**src/ucd_pkg.sv**
```systemverilog
// Package for the USB charger type detector.
// Holds codes, payload structs and constants shared by all src modules.
// No dependencies.
`default_nettype none

package ucd_pkg;

  localparam int CFG_WIDTH     = 12;
  localparam int CFG_IDX_WIDTH = 2;
  localparam int CUR_WIDTH     = 10;
  localparam int COUNT_WIDTH_DEF = 12;

  localparam logic [CFG_WIDTH-1:0] START_DELAY_RST    = 12'd100;
  localparam logic [CFG_WIDTH-1:0] PULLUP_TIMEOUT_RST = 12'd100;
  localparam logic [CFG_WIDTH-1:0] LINE_TIMEOUT_RST   = 12'd1000;

  localparam logic [CUR_WIDTH-1:0] CUR_1000MA = 10'd1000;
  localparam logic [CUR_WIDTH-1:0] CUR_500MA  = 10'd500;
  localparam logic [CUR_WIDTH-1:0] CUR_NONE   = 10'd0;

  typedef enum logic [CFG_IDX_WIDTH-1:0] {
    CFG_START_DELAY    = 2'd0,
    CFG_PULLUP_TIMEOUT = 2'd1,
    CFG_LINE_TIMEOUT   = 2'd2
  } ucd_cfg_idx_t;

  typedef enum logic [1:0] {
    MODE_POLL      = 2'd0,
    MODE_START     = 2'd1,
    MODE_CANCEL    = 2'd2,
    MODE_VBUS_LOST = 2'd3
  } ucd_mode_t;

  typedef enum logic [1:0] {
    PH_IDLE   = 2'd0,
    PH_DELAY  = 2'd1,
    PH_PULLUP = 2'd2,
    PH_LINES  = 2'd3
  } ucd_phase_t;

  typedef enum logic [2:0] {
    OC_NONE      = 3'd0,
    OC_NOVBUS    = 3'd1,
    OC_NOPULLUP  = 3'd2,
    OC_HOST      = 3'd3,
    OC_CHG1000   = 3'd4,
    OC_CHG500    = 3'd5,
    OC_UNCLASS   = 3'd6
  } ucd_outcome_t;

  typedef struct packed {
    ucd_mode_t mode;
    logic      vbus_present;
    logic      pullup_seen;
    logic      dplus_high;
    logic      dminus_high;
  } ucd_in_t;

  typedef struct packed {
    logic                 event_valid;
    logic                 event_source;
    logic [CUR_WIDTH-1:0] event_current_ma;
    ucd_phase_t           phase;
    ucd_outcome_t         outcome;
  } ucd_out_t;

  typedef struct packed {
    logic [CFG_WIDTH-1:0] start_delay_ticks;
    logic [CFG_WIDTH-1:0] pullup_timeout_ticks;
    logic [CFG_WIDTH-1:0] line_timeout_ticks;
  } ucd_cfg_t;

endpackage

`default_nettype wire

```
**src/ucd_cfg_regs.sv**
```systemverilog
// Configuration register file for the charger type detector.
// Depends on ucd_pkg.
`default_nettype none

module ucd_cfg_regs
  import ucd_pkg::*;
(
  input  wire logic                     clk,
  input  wire logic                     rst_n,
  input  wire logic                     cfg_we,
  input  wire logic [CFG_IDX_WIDTH-1:0] cfg_index,
  input  wire logic [CFG_WIDTH-1:0]     cfg_data,
  output ucd_cfg_t                      cfg
);

  ucd_cfg_t cfg_r;
  ucd_cfg_t cfg_nxt;

  always_comb begin
    cfg_nxt = cfg_r;
    if (cfg_we) begin
      unique case (cfg_index)
        CFG_START_DELAY:    cfg_nxt.start_delay_ticks    = cfg_data;
        CFG_PULLUP_TIMEOUT: cfg_nxt.pullup_timeout_ticks = cfg_data;
        CFG_LINE_TIMEOUT:   cfg_nxt.line_timeout_ticks   = cfg_data;
        default:            cfg_nxt = cfg_r;
      endcase
    end
  end

  always_ff @(posedge clk) begin
    if (!rst_n) begin
      cfg_r.start_delay_ticks    <= START_DELAY_RST;
      cfg_r.pullup_timeout_ticks <= PULLUP_TIMEOUT_RST;
      cfg_r.line_timeout_ticks   <= LINE_TIMEOUT_RST;
    end else begin
      cfg_r <= cfg_nxt;
    end
  end

  assign cfg = cfg_r;

endmodule

`default_nettype wire

```
**src/ucd_fsm.sv**
```systemverilog
// Detection state machine: phase, tick counter and stored charger current.
// Computes one result per stepped transaction. Depends on ucd_pkg.
`default_nettype none

module ucd_fsm
  import ucd_pkg::*;
#(
  parameter int COUNT_WIDTH = COUNT_WIDTH_DEF
) (
  input  wire logic     clk,
  input  wire logic     rst_n,
  input  wire logic     step_en,
  input  wire ucd_in_t  item,
  input  wire ucd_cfg_t cfg,
  output ucd_out_t      res
);

  localparam int CMP_WIDTH = (COUNT_WIDTH > CFG_WIDTH) ? COUNT_WIDTH : CFG_WIDTH;
  localparam logic [CMP_WIDTH-1:0] CNT_MAX = CMP_WIDTH'({COUNT_WIDTH{1'b1}});

  ucd_phase_t             phase_r, phase_nxt;
  logic [COUNT_WIDTH-1:0] cnt_r, cnt_nxt;
  logic [CUR_WIDTH-1:0]   cur_r, cur_nxt;
  logic [COUNT_WIDTH-1:0] cnt_inc;
  logic                   delay_hit, pullup_hit, line_hit;
  logic                   finished;

  function automatic logic limit_hit(input logic [COUNT_WIDTH-1:0] cnt,
                                     input logic [CFG_WIDTH-1:0]   lim);
    logic [CMP_WIDTH-1:0] lim_w;
    lim_w = CMP_WIDTH'(lim);
    if (lim_w > CNT_MAX) lim_w = CNT_MAX;
    return CMP_WIDTH'(cnt) >= lim_w;
  endfunction

  assign cnt_inc    = (cnt_r == {COUNT_WIDTH{1'b1}}) ? cnt_r : cnt_r + 1'b1;
  assign delay_hit  = limit_hit(cnt_r, cfg.start_delay_ticks);
  assign pullup_hit = limit_hit(cnt_r, cfg.pullup_timeout_ticks);
  assign line_hit   = limit_hit(cnt_r, cfg.line_timeout_ticks);

  always_comb begin
    phase_nxt = phase_r;
    cnt_nxt   = cnt_r;
    cur_nxt   = cur_r;
    finished  = 1'b0;
    res       = '0;
    res.outcome = OC_NONE;
    unique case (item.mode)
      MODE_START: begin
        if (phase_r == PH_IDLE) begin
          phase_nxt = PH_DELAY;
          cnt_nxt   = '0;
        end
      end
      MODE_CANCEL: begin
        if (phase_r == PH_DELAY) begin
          phase_nxt = PH_IDLE;
          cnt_nxt   = '0;
        end
      end
      MODE_VBUS_LOST: begin
        if (cur_r != CUR_NONE) begin
          cur_nxt         = CUR_NONE;
          res.event_valid = 1'b1;
        end
      end
      default: begin
        unique case (phase_r)
          PH_DELAY: begin
            if (!delay_hit) begin
              cnt_nxt = cnt_inc;
            end else if (!item.vbus_present) begin
              phase_nxt       = PH_IDLE;
              cnt_nxt         = '0;
              res.event_valid = 1'b1;
              res.outcome     = OC_NOVBUS;
            end else begin
              phase_nxt = PH_PULLUP;
              cnt_nxt   = '0;
            end
          end
          PH_PULLUP: begin
            if (item.pullup_seen) begin
              phase_nxt = PH_LINES;
              cnt_nxt   = '0;
            end else if (pullup_hit) begin
              phase_nxt   = PH_IDLE;
              cnt_nxt     = '0;
              res.outcome = OC_NOPULLUP;
            end else begin
              cnt_nxt = cnt_inc;
            end
          end
          PH_LINES: begin
            if (item.dplus_high && item.dminus_high) begin
              cur_nxt     = CUR_1000MA;
              res.outcome = OC_CHG1000;
              finished    = 1'b1;
            end else if (!item.dplus_high && !item.dminus_high) begin
              res.outcome = OC_HOST;
              finished    = 1'b1;
            end else if (line_hit) begin
              if (item.dplus_high) begin
                cur_nxt     = CUR_500MA;
                res.outcome = OC_CHG500;
              end else begin
                res.outcome = OC_UNCLASS;
              end
              finished = 1'b1;
            end else begin
              cnt_nxt = cnt_inc;
            end
            if (finished) begin
              phase_nxt = PH_IDLE;
              cnt_nxt   = '0;
              if (cur_nxt != CUR_NONE) begin
                res.event_valid      = 1'b1;
                res.event_source     = 1'b1;
                res.event_current_ma = cur_nxt;
              end
            end
          end
          default: begin
            phase_nxt = phase_r;
          end
        endcase
      end
    endcase
    res.phase = phase_nxt;
  end

  always_ff @(posedge clk) begin
    if (!rst_n) begin
      phase_r <= PH_IDLE;
      cnt_r   <= '0;
      cur_r   <= CUR_NONE;
    end else if (step_en) begin
      phase_r <= phase_nxt;
      cnt_r   <= cnt_nxt;
      cur_r   <= cur_nxt;
    end
  end

endmodule

`default_nettype wire

```
**src/usb_charger_type_detector.sv**
```systemverilog
// USB charger type detector, top level.
// Input register, detection state machine and result register.
// Depends on ucd_pkg, ucd_cfg_regs and ucd_fsm.
//
// Usage: each input transaction is a poll tick, start, cancel or VBUS-lost
// request with sampled VBUS, pull-up and D+/D- levels. Every input
// transaction yields exactly one result transaction carrying the event
// flag, source, current, the phase after the step and the outcome of a
// detection that ended on it.
// Pipeline: a transaction is captured in the input register, stepped through the
// state machine once the result register can take it, and its result is held there.
// Throughput: one transaction per cycle while out_stall does not hold the result;
// the state machine updates its state on every accepted transaction.
// Reset (rst_n low, synchronous): phase idle, counter and stored current
// zero, both channels empty, timeouts back to 100/100/1000 ticks.
// Stall: when out_stall holds the result, the input register still takes
// one more transaction, then in_stall rises until the result is taken.
// Configuration writes take effect on the next edge; write only while idle.
`default_nettype none

module usb_charger_type_detector
  import ucd_pkg::*;
#(
  parameter int COUNT_WIDTH = COUNT_WIDTH_DEF
) (
  input  wire logic                     clk,
  input  wire logic                     rst_n,
  input  wire logic                     in_valid,
  output logic                          in_stall,
  input  wire ucd_in_t                  in_data,
  output logic                          out_valid,
  input  wire logic                     out_stall,
  output ucd_out_t                      out_data,
  input  wire logic                     cfg_we,
  input  wire logic [CFG_IDX_WIDTH-1:0] cfg_index,
  input  wire logic [CFG_WIDTH-1:0]     cfg_data
);

  ucd_cfg_t cfg;
  ucd_out_t res;
  ucd_in_t  in_data_r;
  ucd_out_t out_data_r;
  logic     in_valid_r;
  logic     out_valid_r;
  logic     fire;

  assign fire     = in_valid_r && (!out_valid_r || !out_stall);
  assign in_stall = in_valid_r && !fire;

  ucd_cfg_regs u_cfg (
    .clk       (clk),
    .rst_n     (rst_n),
    .cfg_we    (cfg_we),
    .cfg_index (cfg_index),
    .cfg_data  (cfg_data),
    .cfg       (cfg)
  );

  ucd_fsm #(
    .COUNT_WIDTH (COUNT_WIDTH)
  ) u_fsm (
    .clk     (clk),
    .rst_n   (rst_n),
    .step_en (fire),
    .item    (in_data_r),
    .cfg     (cfg),
    .res     (res)
  );

  always_ff @(posedge clk) begin
    if (!rst_n) begin
      in_valid_r <= 1'b0;
    end else if (!in_stall) begin
      in_valid_r <= in_valid;
    end
  end

  always_ff @(posedge clk) begin
    if (in_valid && !in_stall) begin
      in_data_r <= in_data;
    end
  end

  always_ff @(posedge clk) begin
    if (!rst_n) begin
      out_valid_r <= 1'b0;
    end else if (fire) begin
      out_valid_r <= 1'b1;
    end else if (!out_stall) begin
      out_valid_r <= 1'b0;
    end
  end

  always_ff @(posedge clk) begin
    if (fire) begin
      out_data_r <= res;
    end
  end

  assign out_valid = out_valid_r;
  assign out_data  = out_data_r;

endmodule

`default_nettype wire

```
**config.mk**
```make
export PLATFORM = sky130hd
export DESIGN_NAME = usb_charger_type_detector
export DESIGN_NICKNAME = d
export VERILOG_FILES = /design/src/ucd_pkg.sv /design/src/ucd_cfg_regs.sv /design/src/ucd_fsm.sv /design/src/usb_charger_type_detector.sv
export SDC_FILE = /design/constraint.sdc
export NUM_CORES = 1
export LEC_CHECK = 0
export BUFFER_PORTS_ARGS = -buffer_cell sky130_fd_sc_hd__buf_2
export CAP_MARGIN = 20
export CORE_ASPECT_RATIO = 0.8
export CORE_MARGIN = 3
export CORE_UTILIZATION = 60
export CTS_BUF_LIST = sky130_fd_sc_hd__clkbuf_4 sky130_fd_sc_hd__clkbuf_8
export DETAILED_ROUTE_END_ITERATION = 7
export PLACE_DENSITY = 0.81
export SLEW_MARGIN = 15
export SYNTH_ARGS = -nofsm -noshare
export SYNTH_HDL_FRONTEND = slang
export SYNTH_SLANG_ARGS = --single-unit
```
**constraint.sdc**
```tcl
create_clock -name clk -period 2.5 [get_ports clk]
set_input_delay 0.5 -clock clk [delete_from_list [all_inputs] [get_ports clk]]
set_output_delay 0.5 -clock clk [all_outputs]
set_load 0.01 [all_outputs]
```
==> impl_metrics.csv <==
group,metric,value,unit
floorplan,row_count,28,
pwr,power_leakage,2.14,nW
logic_synthesis,synth_top_area_cell,"dfxtp_1",
finish,final_nets,622,
critical_path,cp.required,2.58,ns
logic_synthesis,synth_top_family_by_area,"compound AO/OA/AOI/OAI gates",
finish,fillers,581,
critical_path,path_cells,"ha_1, a21o_1, a221oi_2, buf_4, o2111ai_1, nand4_1, buf_4, a211oi_1",
global_routing,grt_pass1_vias,3612,
sta,tns,0,ns
clocking,cts.sinks,85,
sta,fmax,418,MHz
drt,wirelength,11.1,mm
clocking,clk_latency,0.36,ns
floorplan,die_h,84.8,um
logic_synthesis,ys_types,67,
finish,antennaDiodeCount,0,
logic_synthesis,synth-edff-count,23,
drt,post_drt_wl_per_cell,16.7,um
logic_synthesis,synth_compound_area_frac,0.205,
global_routing,grt_start_max_net_pins,26,
clocking,clockRootBuffer,"clkbuf_8",
pwr,power_frac_clock,0.384,
logic_synthesis,seq_area_frac_synth,0.414,
logic_synthesis,synthesis.nets,578,
critical_path,critical_path.max_stage_delay,0.51,ns
placed_design,dp_hpwl,8.35,mm
pwr,pwr_density_cell,545,nW/um^2
outcome,status,"finished, final reports clean",
placed_design,place_ws,0.137,ns
critical_path,end_kind,"flop",
sta,skew,0.0113,ns
critical_path,crit_slowest_cell,"dfxtp_1",
logic_synthesis,ys.warnings.count,0,
finish,drive_above_1_share,0.178,
logic_synthesis,async_flop_share,0,
logic_synthesis,synth_area_leaders,"dfxtp_1 27%, edfxtp_1 15%, ha_1 11%",
drt,ant_nets,0,
pwr,p_comb_frac,0.094,
logic_synthesis,synth_flop_cell,"dfxtp_1",
sta,min_period_over_period,0.957,
critical_path,arrival,2.47,ns
logic_synthesis,synthSimpleGateAreaFrac,0.185,
sta,finalSetupViolations,0,
pwr,total_power,2.84,mW
finish,regArea,1930,um^2
sta,layout_setup_ws,0.108,ns
placed_design,post_dp_cell_area,4980,um^2
floorplan,core,7460,um^2
drt,drt_iter0_drc,422,
pwr,p_int,2.16,mW
finish,multi_input_area,2450,um^2
clocking,cts_buffer_depth,2,
placed_design,dp.cells,649,
job,drv_cap,0,
pwr,p_sw,0.680,mW
global_routing,grt.total_usage,0.255,
logic_synthesis,synth-xor-area-share,0.0150,
pwr,swShare,0.240,
clocking,numCtsBuffers,9,
logic_synthesis,synth_top_area_frac,0.266,
logic_synthesis,synthAdderAreaFrac,0.112,
sta,worst_pin_slew,0.720,ns
pwr,worst_ir_drop_vdd,0.377,mV
logic_synthesis,yosys-mux-area-fraction,0.00859,
clocking,path_clk_slew,0.09,ns
critical_path,path_max_fanout,10,
global_routing,grt.overflow.total,0,
global_routing,antenna_found_initial,0,
logic_synthesis,synth-seq-cells,85,
global_routing,grt_pass1_wl,18.1,mm
drt,dr.pass1.iters,6,
worst_hold_path,hold_class,"input port to flop",
clocking,h-tree-depth,3,
finish,layout.cells.non_filler,666,
placed_design,gp_congestion,0.941,
floorplan,start_util,0.625,
logic_synthesis,synthesis.area,4660,um^2
finish,area_growth,11.9,%
floorplan,fp.dieArea,8870,um^2
finish,final_util,0.699,
sta,fin_crit,2.39,ns
finish,postLayoutCellArea,5220,um^2
floorplan,ios,44,
clocking,cts_tree,"done",
pwr,pwr-share-seq,0.522,
critical_path,worst-setup-path-type,"flop to flop",
logic_synthesis,synthCells,512,
drt,num_vias,3964,
sta,slew-limit-headroom,0.520,
sta,rsz0062_at_grt,"false",
sta,hold_violations,0,
floorplan,dieWidth,105,um
critical_path,path_buf_inv,2,
logic_synthesis,synth_area_per_cell,9.11,um^2
critical_path,critical-path-top-delay-family,"compound AO/OA/AOI/OAI gates",
sta,whs,0.311,ns
sta,slew_violations,0,
critical_path,startpoint_type,"flop",
drt,post-route-drc-count,0,
drt,viasPerCell,5.95,
finish,final_cell_mix,"83 x nand2_1, 60 x dfxtp_1, 53 x a21oi_1, 47 x inv_1, 43 x buf_2",
placed_design,io_buffers,43,
critical_path,crit_path_frequent_cell,"buf_4",
finish,final_common_cell,"nand2_1",
cells by family after synthesis:
group	count (synthesis)
buffers and inverters	68
flip-flops	85
AND/OR/NAND/NOR	168
XOR/XNOR	8
AO/OA/AOI/OAI	137
multiplexers	4
adder cells (fa/ha/maj)	42
power by group through the flow:
stage          logic, mW  clock network (mW)  registers, mW
6_report           0.266                1.09           1.48
2_1_floorplan      0.173                   0           1.51
3_5_place_dp       0.259                   0           1.51
4_1_cts            0.262                1.11           1.48
5_1_grt            0.292                1.15           1.49
3_3_place_gp       0.252                   0           1.51
Yosys cell counts (all sizes together), types with 3 or more instances:
cell type,number
nand3,9
nand2,84
nor4,7
nand4,10
ha,41
edfxtp,23
nand2b,5
o21ai,17
o21a,5
and3b,3
buf,4
nor3,3
a32o,4
xor2,6
and4,3
inv,47
nor3b,3
a21o,3
a211oi,9
dfxtp,62
clkbuf,16
mux2i,4
and3,5
nor2b,8
a21oi,60
nor2,20
a31oi,5
o211ai,14
per-layer routing:
layer / routed length [um] / track usage
met1: 5290 / 0.384
met2: 4680 / 0.377
met3: 1020 / 0.0487
met4: 140 / 0.0676
met5: 0 / 0
flip-flops by register name, indices dropped and copies added (netlist names):
name,flops
in_valid_r,1
in_data_r,6
out_data,17
u_fsm.cnt_r,12
u_cfg.cfg,36
u_fsm.cur_r,10
u_fsm.phase_r,2
out_valid,1
layout make-up:
class / count / share of cell area
Multi-Input combinational cell: 359 / 0.470
Timing Repair Buffer: 53 / 0.0556
Clock buffer: 12 / 0.0293
Inverter: 48 / 0.0355
Clock inverter: 4 / 0.0139
Sequential cell: 85 / 0.371
Tap cell: 105 / 0.0252
repair_timing:
action | 4_1_cts | 5_1_grt
hold buffers | 0 | 0
resized for setup | 0 | 2
setup endpoints to repair | 0 | 11
setup buffers | 0 | 1
final timing paths:
kind / from / endpoint / slack, ns / depth (start not counted)
min: in_data[1] / in_data_r[1] / 0.31 / 1
min reg2reg: u_cfg.cfg[4] / u_cfg.cfg[4] / 0.46 / 2
max: u_fsm.cnt_r[4] / out_data[14] / 0.11 / 8
max reg2reg: u_fsm.cnt_r[4] / out_data[14] / 0.11 / 8
Power figures use the tool's default switching activity.
